===== src/hw/rtl/sdmps_pkg.sv =====
// Shared types and constants for the multiplexed segment display driver.
// No dependencies; imported by every module of the block.
`default_nettype none

package sdmps_pkg;

  localparam int unsigned OP_W      = 3;
  localparam int unsigned IDX_W     = 8;
  localparam int unsigned DATA_W    = 16;
  localparam int unsigned CHAR_W    = 8;
  localparam int unsigned EN_W      = 2;
  localparam int unsigned OFF_W     = 7;
  localparam int unsigned TIMER_W   = 10;
  localparam int unsigned BLINK_W   = 8;
  localparam int unsigned CFG_IDX_W = 3;

  localparam logic [BLINK_W-1:0] BLINK_HALF     = 8'd128;
  localparam logic [CHAR_W-1:0]  SPACE_CODE     = 8'd32;
  localparam logic [DATA_W-1:0]  BRIGHT_RST     = 16'hFFFF;
  localparam logic [TIMER_W-1:0] STEP_DELAY_RST = 10'd180;
  localparam logic [TIMER_W-1:0] PRE_DELAY_RST  = 10'd600;

  // brightness rescale: a' = 2^(16-R) + (2^R - 1) * (a >> R)
  localparam int unsigned RATIO_BITS = 5;
  localparam logic [16:0] FADE_BIAS  = 17'd16384;
  localparam logic [16:0] RATIO_BIAS = 17'd2048;
  localparam logic [16:0] RATIO_MUL  = 17'd31;

  localparam int unsigned OFIFO_DEPTH = 8;
  localparam int unsigned OFIFO_PTR_W = 3;
  localparam int unsigned OFIFO_CNT_W = 4;

  typedef enum logic [OP_W-1:0] {
    OP_FAST_TICK  = 3'd0,
    OP_SLOW_TICK  = 3'd1,
    OP_SHORT_CHAR = 3'd2,
    OP_LONG_CHAR  = 3'd3,
    OP_COMMIT     = 3'd4,
    OP_SCROLL     = 3'd5,
    OP_MASK_WORD  = 3'd6,
    OP_FONT_ENTRY = 3'd7
  } op_e;

  typedef enum logic [CFG_IDX_W-1:0] {
    CFG_BRIGHTNESS = 3'd0,
    CFG_BLINK      = 3'd1,
    CFG_FADE_STEP  = 3'd2,
    CFG_STEP_DELAY = 3'd3,
    CFG_PRE_DELAY  = 3'd4
  } cfg_e;

  // one accepted item on its way to the font lookup
  typedef struct packed {
    logic                tick;
    logic                load;
    logic                mask_sel;
    logic [DATA_W-1:0]   mask_word;
    logic                show_long;
    logic                in_range;
    logic [CHAR_W-1:0]   short_char;
    logic [EN_W-1:0]     enables;
    logic                font_we;
    logic [IDX_W-1:0]    font_addr;
    logic [DATA_W-1:0]   font_data;
  } req_t;

  typedef struct packed {
    logic [EN_W-1:0]   enables;
    logic              load;
    logic [DATA_W-1:0] word;
  } out_t;

endpackage

`default_nettype wire


===== src/hw/rtl/sdmps_ctrl.sv =====
// Control state: config registers, PWM/position stepping, scroll timers, fade and blink.
// Uses sdmps_pkg. Produces the per-item request and the long text memory port.
`default_nettype none

module sdmps_ctrl import sdmps_pkg::*; #(
  parameter int unsigned DIGITS       = 2,
  parameter int unsigned SCROLL_CHARS = 64,
  parameter int unsigned PWM_BITS     = 6,
  parameter int unsigned PW           = 1,
  parameter int unsigned AW           = 6,
  parameter int unsigned LW           = 7
) (
  input  wire logic                 clk_i,
  input  wire logic                 rst_ni,
  input  wire logic                 in_valid_i,
  input  wire op_e                  op_i,
  input  wire logic [IDX_W-1:0]     idx_i,
  input  wire logic [DATA_W-1:0]    val_i,
  input  wire logic                 cfg_valid_i,
  input  wire logic [CFG_IDX_W-1:0] cfg_index_i,
  input  wire logic [DATA_W-1:0]    cfg_data_i,
  output req_t                      req_o,
  output logic                      lt_we_o,
  output logic [AW-1:0]             lt_waddr_o,
  output logic [CHAR_W-1:0]         lt_wdata_o,
  output logic [AW-1:0]             lt_raddr_o
);

  logic [DATA_W-1:0]  bright_q, fade_step_q;
  logic               blink_en_q;
  logic [TIMER_W-1:0] step_dly_q, pre_dly_q;

  logic [PW-1:0]       pos_q, pos_d, pos_nxt;
  logic [PWM_BITS-1:0] phase_q, phase_d, duty_q, duty_d;
  logic [DIGITS-1:0]   redraw_q, redraw_d, en_q, en_d;
  logic [BLINK_W-1:0]  blink_q, blink_d;
  logic [DATA_W-1:0]   fade_q, fade_d;
  logic                act_q, act_d, show_q, show_d, mask_mode_q, mask_mode_d;
  logic [OFF_W-1:0]    off_q, off_d;
  logic [TIMER_W-1:0]  step_q, step_d, pre_q, pre_d;
  logic [LW-1:0]       len_q, len_d;
  logic [CHAR_W-1:0]   short_q [DIGITS];
  logic [CHAR_W-1:0]   short_d [DIGITS];
  logic [DATA_W-1:0]   mask_q [DIGITS];

  logic                lit;
  logic [16:0]         a_lvl, a_dim;
  logic [7:0]          lt_sum;
  logic [DIGITS+1:0]   en_pad;

  assign pos_nxt = (pos_q == PW'(DIGITS - 1)) ? '0 : pos_q + PW'(1);
  assign en_pad  = {2'b00, en_d};

  // config writes
  always_ff @(posedge clk_i or negedge rst_ni) begin
    if (!rst_ni) begin
      bright_q    <= BRIGHT_RST;
      blink_en_q  <= 1'b0;
      fade_step_q <= '0;
      step_dly_q  <= STEP_DELAY_RST;
      pre_dly_q   <= PRE_DELAY_RST;
    end else if (cfg_valid_i) begin
      case (cfg_index_i)
        CFG_BRIGHTNESS: bright_q    <= cfg_data_i;
        CFG_BLINK:      blink_en_q  <= cfg_data_i[0];
        CFG_FADE_STEP:  fade_step_q <= cfg_data_i;
        CFG_STEP_DELAY: step_dly_q  <= cfg_data_i[TIMER_W-1:0];
        CFG_PRE_DELAY:  pre_dly_q   <= cfg_data_i[TIMER_W-1:0];
        default: ;
      endcase
    end
  end

  always_comb begin
    pos_d       = pos_q;
    phase_d     = phase_q;
    redraw_d    = redraw_q;
    en_d        = en_q;
    duty_d      = duty_q;
    blink_d     = blink_q;
    fade_d      = fade_q;
    act_d       = act_q;
    show_d      = show_q;
    mask_mode_d = mask_mode_q;
    off_d       = off_q;
    step_d      = step_q;
    pre_d       = pre_q;
    len_d       = len_q;
    short_d     = short_q;
    lit         = 1'b0;
    a_lvl       = '0;
    a_dim       = '0;
    lt_sum      = '0;
    req_o       = '0;
    lt_we_o     = 1'b0;
    lt_waddr_o  = idx_i[AW-1:0];
    lt_wdata_o  = val_i[CHAR_W-1:0];

    if (in_valid_i) begin
      case (op_i)
        OP_FAST_TICK: begin
          if (phase_q == '0) begin
            en_d[pos_q]      = 1'b0;
            pos_d            = pos_nxt;
            redraw_d[pos_nxt] = 1'b1;
          end else if (phase_q - PWM_BITS'(1) == duty_q) begin
            redraw_d[pos_q] = 1'b1;
          end
          lit = (phase_q <= duty_q) && (!blink_en_q || (blink_q < BLINK_HALF));
          if (redraw_d[pos_d]) begin
            redraw_d[pos_d] = 1'b0;
            en_d[pos_d]     = lit;
            req_o.load      = lit;
          end
          phase_d          = phase_q + PWM_BITS'(1);
          lt_sum           = {1'b0, off_q} + 8'(pos_d);
          req_o.tick       = 1'b1;
          req_o.mask_sel   = mask_mode_q;
          req_o.mask_word  = mask_q[pos_d];
          req_o.show_long  = show_q;
          req_o.in_range   = lt_sum < 8'(SCROLL_CHARS);
          req_o.short_char = short_q[pos_d];
          req_o.enables    = en_pad[EN_W-1:0];
        end
        OP_SLOW_TICK: begin
          if (act_q) begin
            if (pre_q != '0) begin
              pre_d = pre_q - TIMER_W'(1);
            end else begin
              step_d = step_q - TIMER_W'(1);
              if (step_d == '0) begin
                off_d = off_q + OFF_W'(1);
                // stop once the window has run past the end of the text
                if ((9'(off_d) + 9'(DIGITS)) > (9'(len_q) + 9'd1)) begin
                  act_d = 1'b0;
                end
                step_d = step_dly_q;
              end
            end
          end
          show_d = act_d && (pre_d == '0);
          if (fade_step_q != '0) begin
            fade_d = fade_q + fade_step_q;
            a_lvl  = 17'(fade_d >> 1) + 17'(fade_d >> 2) + FADE_BIAS;
          end else begin
            a_lvl = {1'b0, bright_q};
          end
          a_dim    = RATIO_BIAS + RATIO_MUL * (a_lvl >> RATIO_BITS);
          duty_d   = a_dim[15 -: PWM_BITS];
          blink_d  = blink_q + BLINK_W'(1);
          redraw_d = '1;
        end
        OP_SHORT_CHAR: begin
          if (idx_i < 8'(DIGITS)) begin
            short_d[idx_i[PW-1:0]] = val_i[CHAR_W-1:0];
          end
        end
        OP_LONG_CHAR: begin
          lt_we_o = idx_i < 8'(SCROLL_CHARS);
        end
        OP_COMMIT: begin
          len_d       = (val_i < 16'(SCROLL_CHARS)) ? LW'(val_i) : LW'(SCROLL_CHARS);
          act_d       = 1'b0;
          mask_mode_d = 1'b0;
        end
        OP_SCROLL: begin
          if (8'(len_q) > 8'(DIGITS)) begin
            act_d  = 1'b1;
            off_d  = '0;
            step_d = step_dly_q;
            pre_d  = pre_dly_q;
          end
        end
        OP_MASK_WORD: begin
          if (idx_i < 8'(DIGITS)) begin
            mask_mode_d = 1'b1;
          end
        end
        OP_FONT_ENTRY: begin
          req_o.font_we   = 1'b1;
          req_o.font_addr = idx_i;
          req_o.font_data = val_i;
        end
        default: ;
      endcase
    end
  end

  assign lt_raddr_o = lt_sum[AW-1:0];

  always_ff @(posedge clk_i or negedge rst_ni) begin
    if (!rst_ni) begin
      pos_q       <= '0;
      phase_q     <= '0;
      redraw_q    <= '0;
      en_q        <= '0;
      duty_q      <= '0;
      blink_q     <= '0;
      fade_q      <= '0;
      act_q       <= 1'b0;
      show_q      <= 1'b0;
      mask_mode_q <= 1'b0;
      off_q       <= '0;
      step_q      <= '0;
      pre_q       <= '0;
      len_q       <= '0;
      for (int i = 0; i < DIGITS; i++) begin
        short_q[i] <= SPACE_CODE;
      end
    end else begin
      pos_q       <= pos_d;
      phase_q     <= phase_d;
      redraw_q    <= redraw_d;
      en_q        <= en_d;
      duty_q      <= duty_d;
      blink_q     <= blink_d;
      fade_q      <= fade_d;
      act_q       <= act_d;
      show_q      <= show_d;
      mask_mode_q <= mask_mode_d;
      off_q       <= off_d;
      step_q      <= step_d;
      pre_q       <= pre_d;
      len_q       <= len_d;
      short_q     <= short_d;
    end
  end

  // mask words hold no reset value
  always_ff @(posedge clk_i) begin
    if (in_valid_i && (op_i == OP_MASK_WORD) && (idx_i < 8'(DIGITS))) begin
      mask_q[idx_i[PW-1:0]] <= val_i;
    end
  end

endmodule

`default_nettype wire


===== config.mk =====
export PLATFORM = sky130hd
export DESIGN_NAME = sdmps_ctrl
export DESIGN_NICKNAME = d
export VERILOG_FILES = /design/src/hw/rtl/sdmps_pkg.sv /design/src/hw/rtl/sdmps_ctrl.sv
export SDC_FILE = /design/constraint.sdc
export NUM_CORES = 1
export LEC_CHECK = 0
export ABC_CLOCK_PERIOD_IN_PS = 7420
export BUFFER_PORTS_ARGS = -buffer_cell sky130_fd_sc_hd__buf_2
export CAP_MARGIN = 20
export CELL_PAD_IN_SITES_DETAIL_PLACEMENT = 0
export CELL_PAD_IN_SITES_GLOBAL_PLACEMENT = 1
export CORE_MARGIN = 4
export CORE_UTILIZATION = 40
export CTS_CLUSTER_SIZE = 14
export DETAILED_ROUTE_END_ITERATION = 16
export PLACE_DENSITY_LB_ADDON = 0.08
export SETUP_SLACK_MARGIN = 0.02
export SYNTH_ARGS = -nofsm -noshare
export SYNTH_HDL_FRONTEND = slang
export SYNTH_SLANG_ARGS = --single-unit

===== constraint.sdc =====
create_clock -name clk_i -period 7.42 [get_ports clk_i]
set_input_delay 1.484 -clock clk_i [delete_from_list [all_inputs] [get_ports clk_i]]
set_output_delay 1.484 -clock clk_i [all_outputs]
set_load 0.05 [all_outputs]

==> impl_metrics.sql, run 1 <==
INSERT INTO impl_metrics (metric_group, metric, value, unit) VALUES
('critical_path', 'crit_type', 'register to register', ''),
('logic_synthesis', 'yosys-top-cells-count', 'sky130_fd_sc_hd__nand2_1 (140), sky130_fd_sc_hd__dfrtp_1 (121), sky130_fd_sc_hd__ha_1 (82)', ''),
('critical_path', 'critical_path_arrival', '7.19', 'ns'),
('clocking', 'worst_skew_pair.late_latency', '0.43', 'ns'),
('timing', 'finalHoldViolCount', '0', ''),
('clocking', 'cts-hold-fix-buffers', '0', ''),
('detailed_routing', 'num_vias', '8816', ''),
('clocking', 'cts.reportedPaths.clkPinSlew', '0.08', 'ns'),
('logic_synthesis', 'synthesis.instances', '1190', ''),
('critical_path', 'critical_path.max_stage_delay', '0.54', 'ns'),
('timing', 'slew_headroom', '0.386', ''),
('critical_path', 'rr_startpoint', 'fade_step_q[0]', ''),
('clocking', 'tritoncts', 'built', ''),
('finish', 'area.growth.synth_to_final', '14.5', '%'),
('finish', 'count_of_filler_cells_inserted_in_the_layout', '2762', ''),
('detailed_routing', 'firstDrtPassIters', '5', ''),
('critical_path', 'setup.worst_path.start_class', 'register', ''),
('timing', 'skew', '0.0124', 'ns'),
('finish', 'n_antenna_cell', '0', ''),
('detailed_routing', 'wl_per_cell', '16.9', 'um'),
('die', 'die_footprint', '0.0316', 'mm2'),
('detailed_routing', 'postRouteWirelength', '28500', 'um'),
('placed_design', 'dp.final_hpwl', '21200', 'um'),
('run', 'max_cap_violations', '0', ''),
('critical_path', 'crit_path_frequent_cell', 'sky130_fd_sc_hd__fa_1', ''),
('critical_path', 'regToRegEndpoint', 'duty_q[4]', ''),
('grt', 'number_of_global_route_vias_before_repair', '8662', ''),
('clocking', 'cts_max_path_buffers', '2', ''),
('min_path', 'timing.hold.worst.start', 'blink_q[6]', ''),
('logic_synthesis', 'synth_enable_flop_cells', '32', ''),
('die', 'floorplan.core_area', '0.0281', 'mm2'),
('logic_synthesis', 'synth_largest_type_area_fraction', '0.262', ''),
('logic_synthesis', 'synth_most_common_cell', 'sky130_fd_sc_hd__nand2_1', ''),
('die', 'fp.dieH', '178', 'um'),
('clocking', 'cts_root_buf', 'sky130_fd_sc_hd__clkbuf_16', ''),
('clocking', 'h-tree-depth', '4', ''),
('timing', 'timing.setup.tns', '0', 'ns'),
('grt', 'grt_remaining_overflow', '0', ''),
('grt', 'grt_first_pass_wirelength', '46600', 'um'),
('detailed_routing', 'detail_route.iter0.violations', '366', ''),
('clocking', 'num_clock_sinks', '174', ''),
('timing', 'slew_violations', '0', ''),
('detailed_routing', 'viasPerCell', '5.22', ''),
('logic_synthesis', 'synth_flop_cell', 'sky130_fd_sc_hd__dfrtp_1', ''),
('critical_path', 'crit_path_end_kind', 'register', ''),
('logic_synthesis', 'synthesis.area_per_instance', '9.69', 'um2'),
('timing', 'timing.fmax', '0.145', 'GHz'),
('critical_path', 'worstRegToRegCells', '27', ''),
('die', 'dieWidth', '178', 'um'),
('placed_design', 'placement.io_buffers', '126', ''),
('finish', 'layout.nets', '1455', ''),
('die', 'placement_rows', '61', ''),
('logic_synthesis', 'post_synth_main_area_contributors', 'sky130_fd_sc_hd__dfrtp_1 (26%), sky130_fd_sc_hd__ha_1 (8.9%), sky130_fd_sc_hd__edfxtp_1 (8.3%), sky130_fd_sc_hd__mux2_2 (7.2%), sky130_fd_sc_hd__dfstp_2 (4.8%)', ''),
('run_status', 'status', 'completed', ''),
('critical_path', 'worst_ep_required_time', '7.71', 'ns'),
('logic_synthesis', 'synth-seq-area-share', '0.394', ''),
('min_path', 'hold-path-cell-count', '1', ''),
('detailed_routing', 'post_detailed_route_drc_marker_count', '0', ''),
('logic_synthesis', 'postSynthNetCount', '1347', ''),
('logic_synthesis', 'async_reset_ff_frac', '0.816', ''),
('logic_synthesis', 'synth_largest_area_cell', 'sky130_fd_sc_hd__dfrtp_1', ''),
('logic_synthesis', 'ys_types', '80', ''),
('finish', 'final-seq-area', '0.00454', 'mm2'),
('critical_path', 'worst_path_max_delay_cell', 'sky130_fd_sc_hd__fa_1', ''),
('critical_path', 'timing.critical_path.fanout_max', '4', ''),
('min_path', 'worstHoldPathType', 'register to register', ''),
('finish', 'post_route_cells_drive_above_1_share', '0.236', ''),
('min_path', 'whs_endpoint', 'blink_q[6]', ''),
('grt', 'grt_start_max_net_pins', '75', ''),
('logic_synthesis', 'synth.ff_latch_count', '174', ''),
('timing', 'rsz_0062_raised_after_global_routing', 'false', '');
==> final cells by class <==
cell class / count / share of cell area
Clock buffer: 19 / 0.0351
Clock inverter: 13 / 0.0107
Inverter: 78 / 0.0222
Multi-Input combinational cell: 880 / 0.493
Sequential cell: 174 / 0.344
Tap cell: 378 / 0.0358
Timing Repair Buffer: 147 / 0.0600
==> per-stage QoR <==
stage	hold slack [ns]	setup WS (ns)	cell area (um2)	cells	utilization
after floorplan	0.438	0.583	11500	1190	-
after global placement	0.463	0.221	12500	1653	0.446
after detailed placement	0.464	0.136	12500	1653	0.446
after CTS	0.477	0.0766	13100	1685	0.468
after global routing	0.501	0.00400	13200	1689	0.470
final	0.471	0.521	13200	1689	0.470
==> routing by layer <==
layer | up-vias | track usage | wire (um)
li1 | 4378 | - | -
met1 | 4246 | 0.260 | 14100
met2 | 170 | 0.298 | 12800
met3 | 22 | 0.0262 | 1180
met4 | 0 | 0.0474 | 428
met5 | - | 0 | 0
==> worst max-delay path: cells and delay by family (launching register included) <==
kind            cells  cell delay (ns)
flops               1             0.40
xor+xnor            3             0.61
fa+ha+maj           7             2.80
buf+inv             3             0.29
compound gates     12             2.17
simple gates        2             0.49
==> cell families (layout without fill, tap and decap cells) <==
| kind of cell | Yosys count | in the layout | share of synthesized area |
|---|---|---|---|
| buf+inv | 136 | 257 | 0.0490 |
| mux | 76 | 76 | 0.0740 |
| xor+xnor | 72 | 72 | 0.0560 |
| simple gates | 382 | 382 | 0.162 |
| compound gates | 241 | 241 | 0.131 |
| flops | 174 | 174 | 0.394 |
| fa+ha+maj | 109 | 109 | 0.134 |
==> how the worst max path moves through the flow <==
stage                     slack (ns)   endpoint  cells after the start
after floorplan                 0.58  duty_q[5]                     27
after global placement          0.22  duty_q[5]                     30
after detailed placement        0.14  duty_q[5]                     29
after CTS                       0.08  duty_q[5]                     29
after global routing           0.004  duty_q[5]                     28
final                           0.52  duty_q[4]                     27
==> registers in the layout, indices dropped and copies added, names as in the netlist, 6 cells and up <==
name	flops
phase_q	6
blink_q	8
step_q	10
mask_q	32
fade_q	16
step_dly_q	10
off_q	7
short_q	16
bright_q	11
duty_q	6
fade_step_q	16
len_q	7
pre_q	10
pre_dly_q	10
==> layout by cell type (no fill, tap or decap), drive strengths merged, types with 5 or more instances in the layout <==
cell,synthesis,final
a32oi,5,5
a211oi,7,7
fa,25,25
a22o,6,6
nor3,26,26
nand4,12,12
nand2,140,140
nor2b,6,6
nand2b,6,6
xor2,28,28
a31oi,9,9
nor4,15,15
a21o,14,14
nor2,65,65
or3,7,7
and3,12,12
inv,76,83
o21ai,71,71
nor3b,5,5
or2,6,6
xnor2,44,44
ha,82,82
edfxtp,32,32
and2,35,35
a21oi,83,83
o21a,10,10
clkbuf,37,19
o31ai,8,8
nand3,29,29
mux2,74,74
buf,21,147
dfrtp,121,121
dfstp,21,21
clkinv,2,8
==> repair_timing <==
action,4_1_cts,5_1_grt
endpoints found under the hold margin,0,0
buffers inserted,0,3
endpoints found under the setup margin,0,6
gates resized for setup,0,10
Power of run 1 is left out: the tool's default activity adds up to more than one toggle a clock period on the data nets, which glitch-free logic cannot reach.
==> inputs of run 2 (changes only) <==
ABC_AREA = 1   (was unset)
==> impl_metrics.sql, run 2 <==
INSERT INTO impl_metrics (metric_group, metric, value, unit) VALUES
('detailed_routing', 'drt.antenna.violating_nets', '0', ''),
('die', 'placement_rows', '62', ''),
('timing', 'timing.setup.tns', '0', 'ns'),
('logic_synthesis', 'synth_most_common_cell', 'sky130_fd_sc_hd__nand2_1', ''),
('grt', 'grt_remaining_overflow', '0', ''),
('timing', 'worst-slew-pin-transition', '1.09', 'ns'),
('clocking', 'cts_repair_resize_count', '0', ''),
('clocking', 'h-tree-depth', '4', ''),
('die', 'starting_density', '0.408', ''),
('detailed_routing', 'detail_route.iter0.violations', '441', ''),
('clocking', 'worst_skew_pair.late_latency', '0.44', 'ns'),
('placed_design', 'place_congestion', '0.853', ''),
('detailed_routing', 'num_vias', '9686', ''),
('grt', 'grt_first_pass_wirelength', '50000', 'um'),
('logic_synthesis', 'synth-seq-area-share', '0.385', ''),
('timing', 'rsz_0062_raised_after_global_routing', 'false', ''),
('grt', 'grt_start_max_net_pins', '78', ''),
('clocking', 'cts.reportedPaths.clkPinSlew', '0.08', 'ns'),
('logic_synthesis', 'synth.ff_latch_count', '174', ''),
('logic_synthesis', 'synth_largest_area_cell', 'sky130_fd_sc_hd__dfrtp_1', ''),
('logic_synthesis', 'async_reset_ff_frac', '0.816', ''),
('min_path', 'worstHoldPathType', 'register to register', ''),
('timing', 'post_layout_minimum_cycle_time', '6.61', 'ns'),
('die', 'die_footprint', '0.0323', 'mm2'),
('clocking', 'post-cts-setup-buffer-count', '0', ''),
('finish', 'commonest_non_fill_non_tap_cell_in_the_layout', 'sky130_fd_sc_hd__nand2_1', ''),
('finish', 'area.growth.synth_to_final', '12.8', '%'),
('logic_synthesis', 'ys_types', '53', ''),
('clocking', 'cts_max_path_buffers', '2', ''),
('logic_synthesis', 'synth_largest_type_area_fraction', '0.257', ''),
('critical_path', 'critical_path.max_stage_delay', '0.44', 'ns'),
('timing', 'finalHoldViolCount', '0', ''),
('finish', 'mostFrequentLayoutCells', 'sky130_fd_sc_hd__nand2_1 (289), sky130_fd_sc_hd__inv_1 (196), sky130_fd_sc_hd__nor2_1 (160), sky130_fd_sc_hd__o21ai_0 (155), sky130_fd_sc_hd__buf_2 (125)', ''),
('finish', 'largest_register_ffs', '32', ''),
('critical_path', 'worst_path_max_delay_cell', 'sky130_fd_sc_hd__fa_1', ''),
('detailed_routing', 'post_detailed_route_drc_marker_count', '0', ''),
('critical_path', 'setup.worst_path.start_class', 'register', ''),
('placed_design', 'placement.io_buffers', '126', ''),
('placed_design', 'dp.cells', '1948', ''),
('clocking', 'cts-hold-fix-buffers', '0', ''),
('finish', 'multiInputGateArea', '0.00624', 'mm2'),
('detailed_routing', 'firstDrtPassIters', '4', ''),
('timing', 'timing.fmax', '0.151', 'GHz'),
('finish', 'count_of_filler_cells_inserted_in_the_layout', '2948', ''),
('die', 'fp.dieH', '180', 'um'),
('timing', 'slew_headroom', '0.274', ''),
('critical_path', 'timing.critical_path.fanout_max', '5', ''),
('die', 'dieWidth', '180', 'um'),
('timing', 'post-route-period-util', '0.891', ''),
('logic_synthesis', 'postSynthNetCount', '1637', ''),
('clocking', 'tritoncts', 'built', ''),
('grt', 'number_of_global_route_vias_before_repair', '9767', ''),
('detailed_routing', 'postRouteWirelength', '29700', 'um'),
('finish', 'post_route_cells_drive_above_1_share', '0.158', ''),
('finish', 'final-seq-area', '0.00454', 'mm2'),
('finish', 'fin_cells', '1980', ''),
('grt', 'antenna_violations_before_repair', '0', ''),
('run', 'max_cap_violations', '0', ''),
('logic_synthesis', 'synthesis.area_per_instance', '7.97', 'um2'),
('logic_synthesis', 'yosys-top-cells-count', 'sky130_fd_sc_hd__nand2_1 (289), sky130_fd_sc_hd__inv_1 (196), sky130_fd_sc_hd__nor2_1 (163)', ''),
('run_status', 'status', 'completed', ''),
('detailed_routing', 'viasPerCell', '4.89', ''),
('clocking', 'num_cts_buffers', '17', ''),
('finish', 'layout.nets', '1740', ''),
('clocking', 'num_clock_sinks', '174', ''),
('detailed_routing', 'wl_per_cell', '15.0', 'um'),
('die', 'floorplan.core_area', '0.0289', 'mm2'),
('timing', 'skew', '0.0148', 'ns'),
('critical_path', 'crit_type', 'register to register', ''),
('critical_path', 'crit_path_frequent_cell', 'sky130_fd_sc_hd__nand2_1', ''),
('critical_path', 'crit_path_end_kind', 'register', ''),
('grt', 'global_route.usage.total', '0.187', ''),
('logic_synthesis', 'synthesis.yosys.warnings', '0', ''),
('critical_path', 'worst_ep_required_time', '7.71', 'ns'),
('logic_synthesis', 'synthesis.instances', '1480', ''),
('placed_design', 'dp.final_hpwl', '22800', 'um'),
('finish', 'n_antenna_cell', '0', ''),
('die', 'num_io_pins', '127', ''),
('logic_synthesis', 'synthesis.area', '0.0118', 'mm2'),
('logic_synthesis', 'synth_flop_cell', 'sky130_fd_sc_hd__dfrtp_1', ''),
('logic_synthesis', 'synth_enable_flop_cells', '32', ''),
('timing', 'slew_violations', '0', ''),
('clocking', 'cts_root_buf', 'sky130_fd_sc_hd__clkbuf_16', ''),
('timing', 'setup_violations', '0', ''),
('critical_path', 'critical_path_arrival', '6.90', 'ns'),
('logic_synthesis', 'post_synth_main_area_contributors', 'sky130_fd_sc_hd__dfrtp_1 (26%), sky130_fd_sc_hd__nand2_1 (9.2%), sky130_fd_sc_hd__ha_1 (8.7%), sky130_fd_sc_hd__edfxtp_1 (8.1%), sky130_fd_sc_hd__o21ai_0 (6.6%)', '');
[run 2: changes by cell type after synthesis, moves of 24 or more]
cell                      change
sky130_fd_sc_hd__nand3_1     +39
sky130_fd_sc_hd__o21ai_0     +89
sky130_fd_sc_hd__inv_1      +123
sky130_fd_sc_hd__xor2_1      +24
sky130_fd_sc_hd__nand2_1    +149
sky130_fd_sc_hd__xnor2_1     -33
sky130_fd_sc_hd__nor2_1      +98
sky130_fd_sc_hd__mux2_2      -74
sky130_fd_sc_hd__a21oi_1     -28
sky130_fd_sc_hd__and2_1      -34
[run 2: final timing paths]
check                                   to  cells after the start  slack, ns            from
worst min-delay path            blink_q[6]                      1       0.47      blink_q[6]
max in group asynchronous       phase_q[0]                      2       4.97          rst_ni
min in group asynchronous        step_q[4]                      1       1.08          rst_ni
worst min register to register  blink_q[6]                      1       0.47      blink_q[6]
worst max register to register   duty_q[3]                     37       0.81  fade_step_q[0]
worst max-delay path             duty_q[3]                     37       0.81  fade_step_q[0]
[run 2: kinds of logic (layout without fill, tap and decap cells)]
kind of cell	Yosys count	after routing	share of synthesized area
xor gates and xnor gates	61	61	0.0453
buffers and inverters	257	373	0.0873
adders and majority gates	107	107	0.129
DFF	174	174	0.385
and+or+nand+nor	616	616	0.230
AOI/OAI and AO/OA	265	265	0.123
[run 2: cell type report]
class / instances / share of cell area
sequential: 174 / 0.341
tap: 384 / 0.0361
clock buffer: 17 / 0.0320
clock inverter: 15 / 0.0125
multi-input combinational: 1049 / 0.468
inverter: 210 / 0.0592
timing repair buffer: 131 / 0.0507
[run 2: routing by layer]
layer,track usage,share of wire,wire [um],vias to the layer above
li1,-,-,-,5022
met1,0.247,0.47,14000,4520
met2,0.333,0.49,14700,128
met3,0.0265,0.027,790,16
met4,0.0317,0.0078,233,0
met5,0,0,0,-
[run 2: critical path: cells and delay by family (launching register included)]
family / cells / cell delay, ns
compound gates: 9 / 1.47
xor+xnor: 1 / 0.28
fa+ha+maj: 7 / 2.51
buf+inv: 2 / 0.16
flops: 1 / 0.41
simple gates: 18 / 1.66
[run 2: per-stage QoR]
step	utilization	area, um2	setup WS, ns	hold slack, ns
finish	0.460	13300	0.810	0.473
global route	0.460	13300	0.0696	0.505
CTS	0.460	13300	0.738	0.474
detailed placement	0.440	12700	0.778	0.459
global placement	0.440	12700	0.886	0.458
floorplan	-	11800	1.43	0.442
Power of run 2 is left out for the same reason.
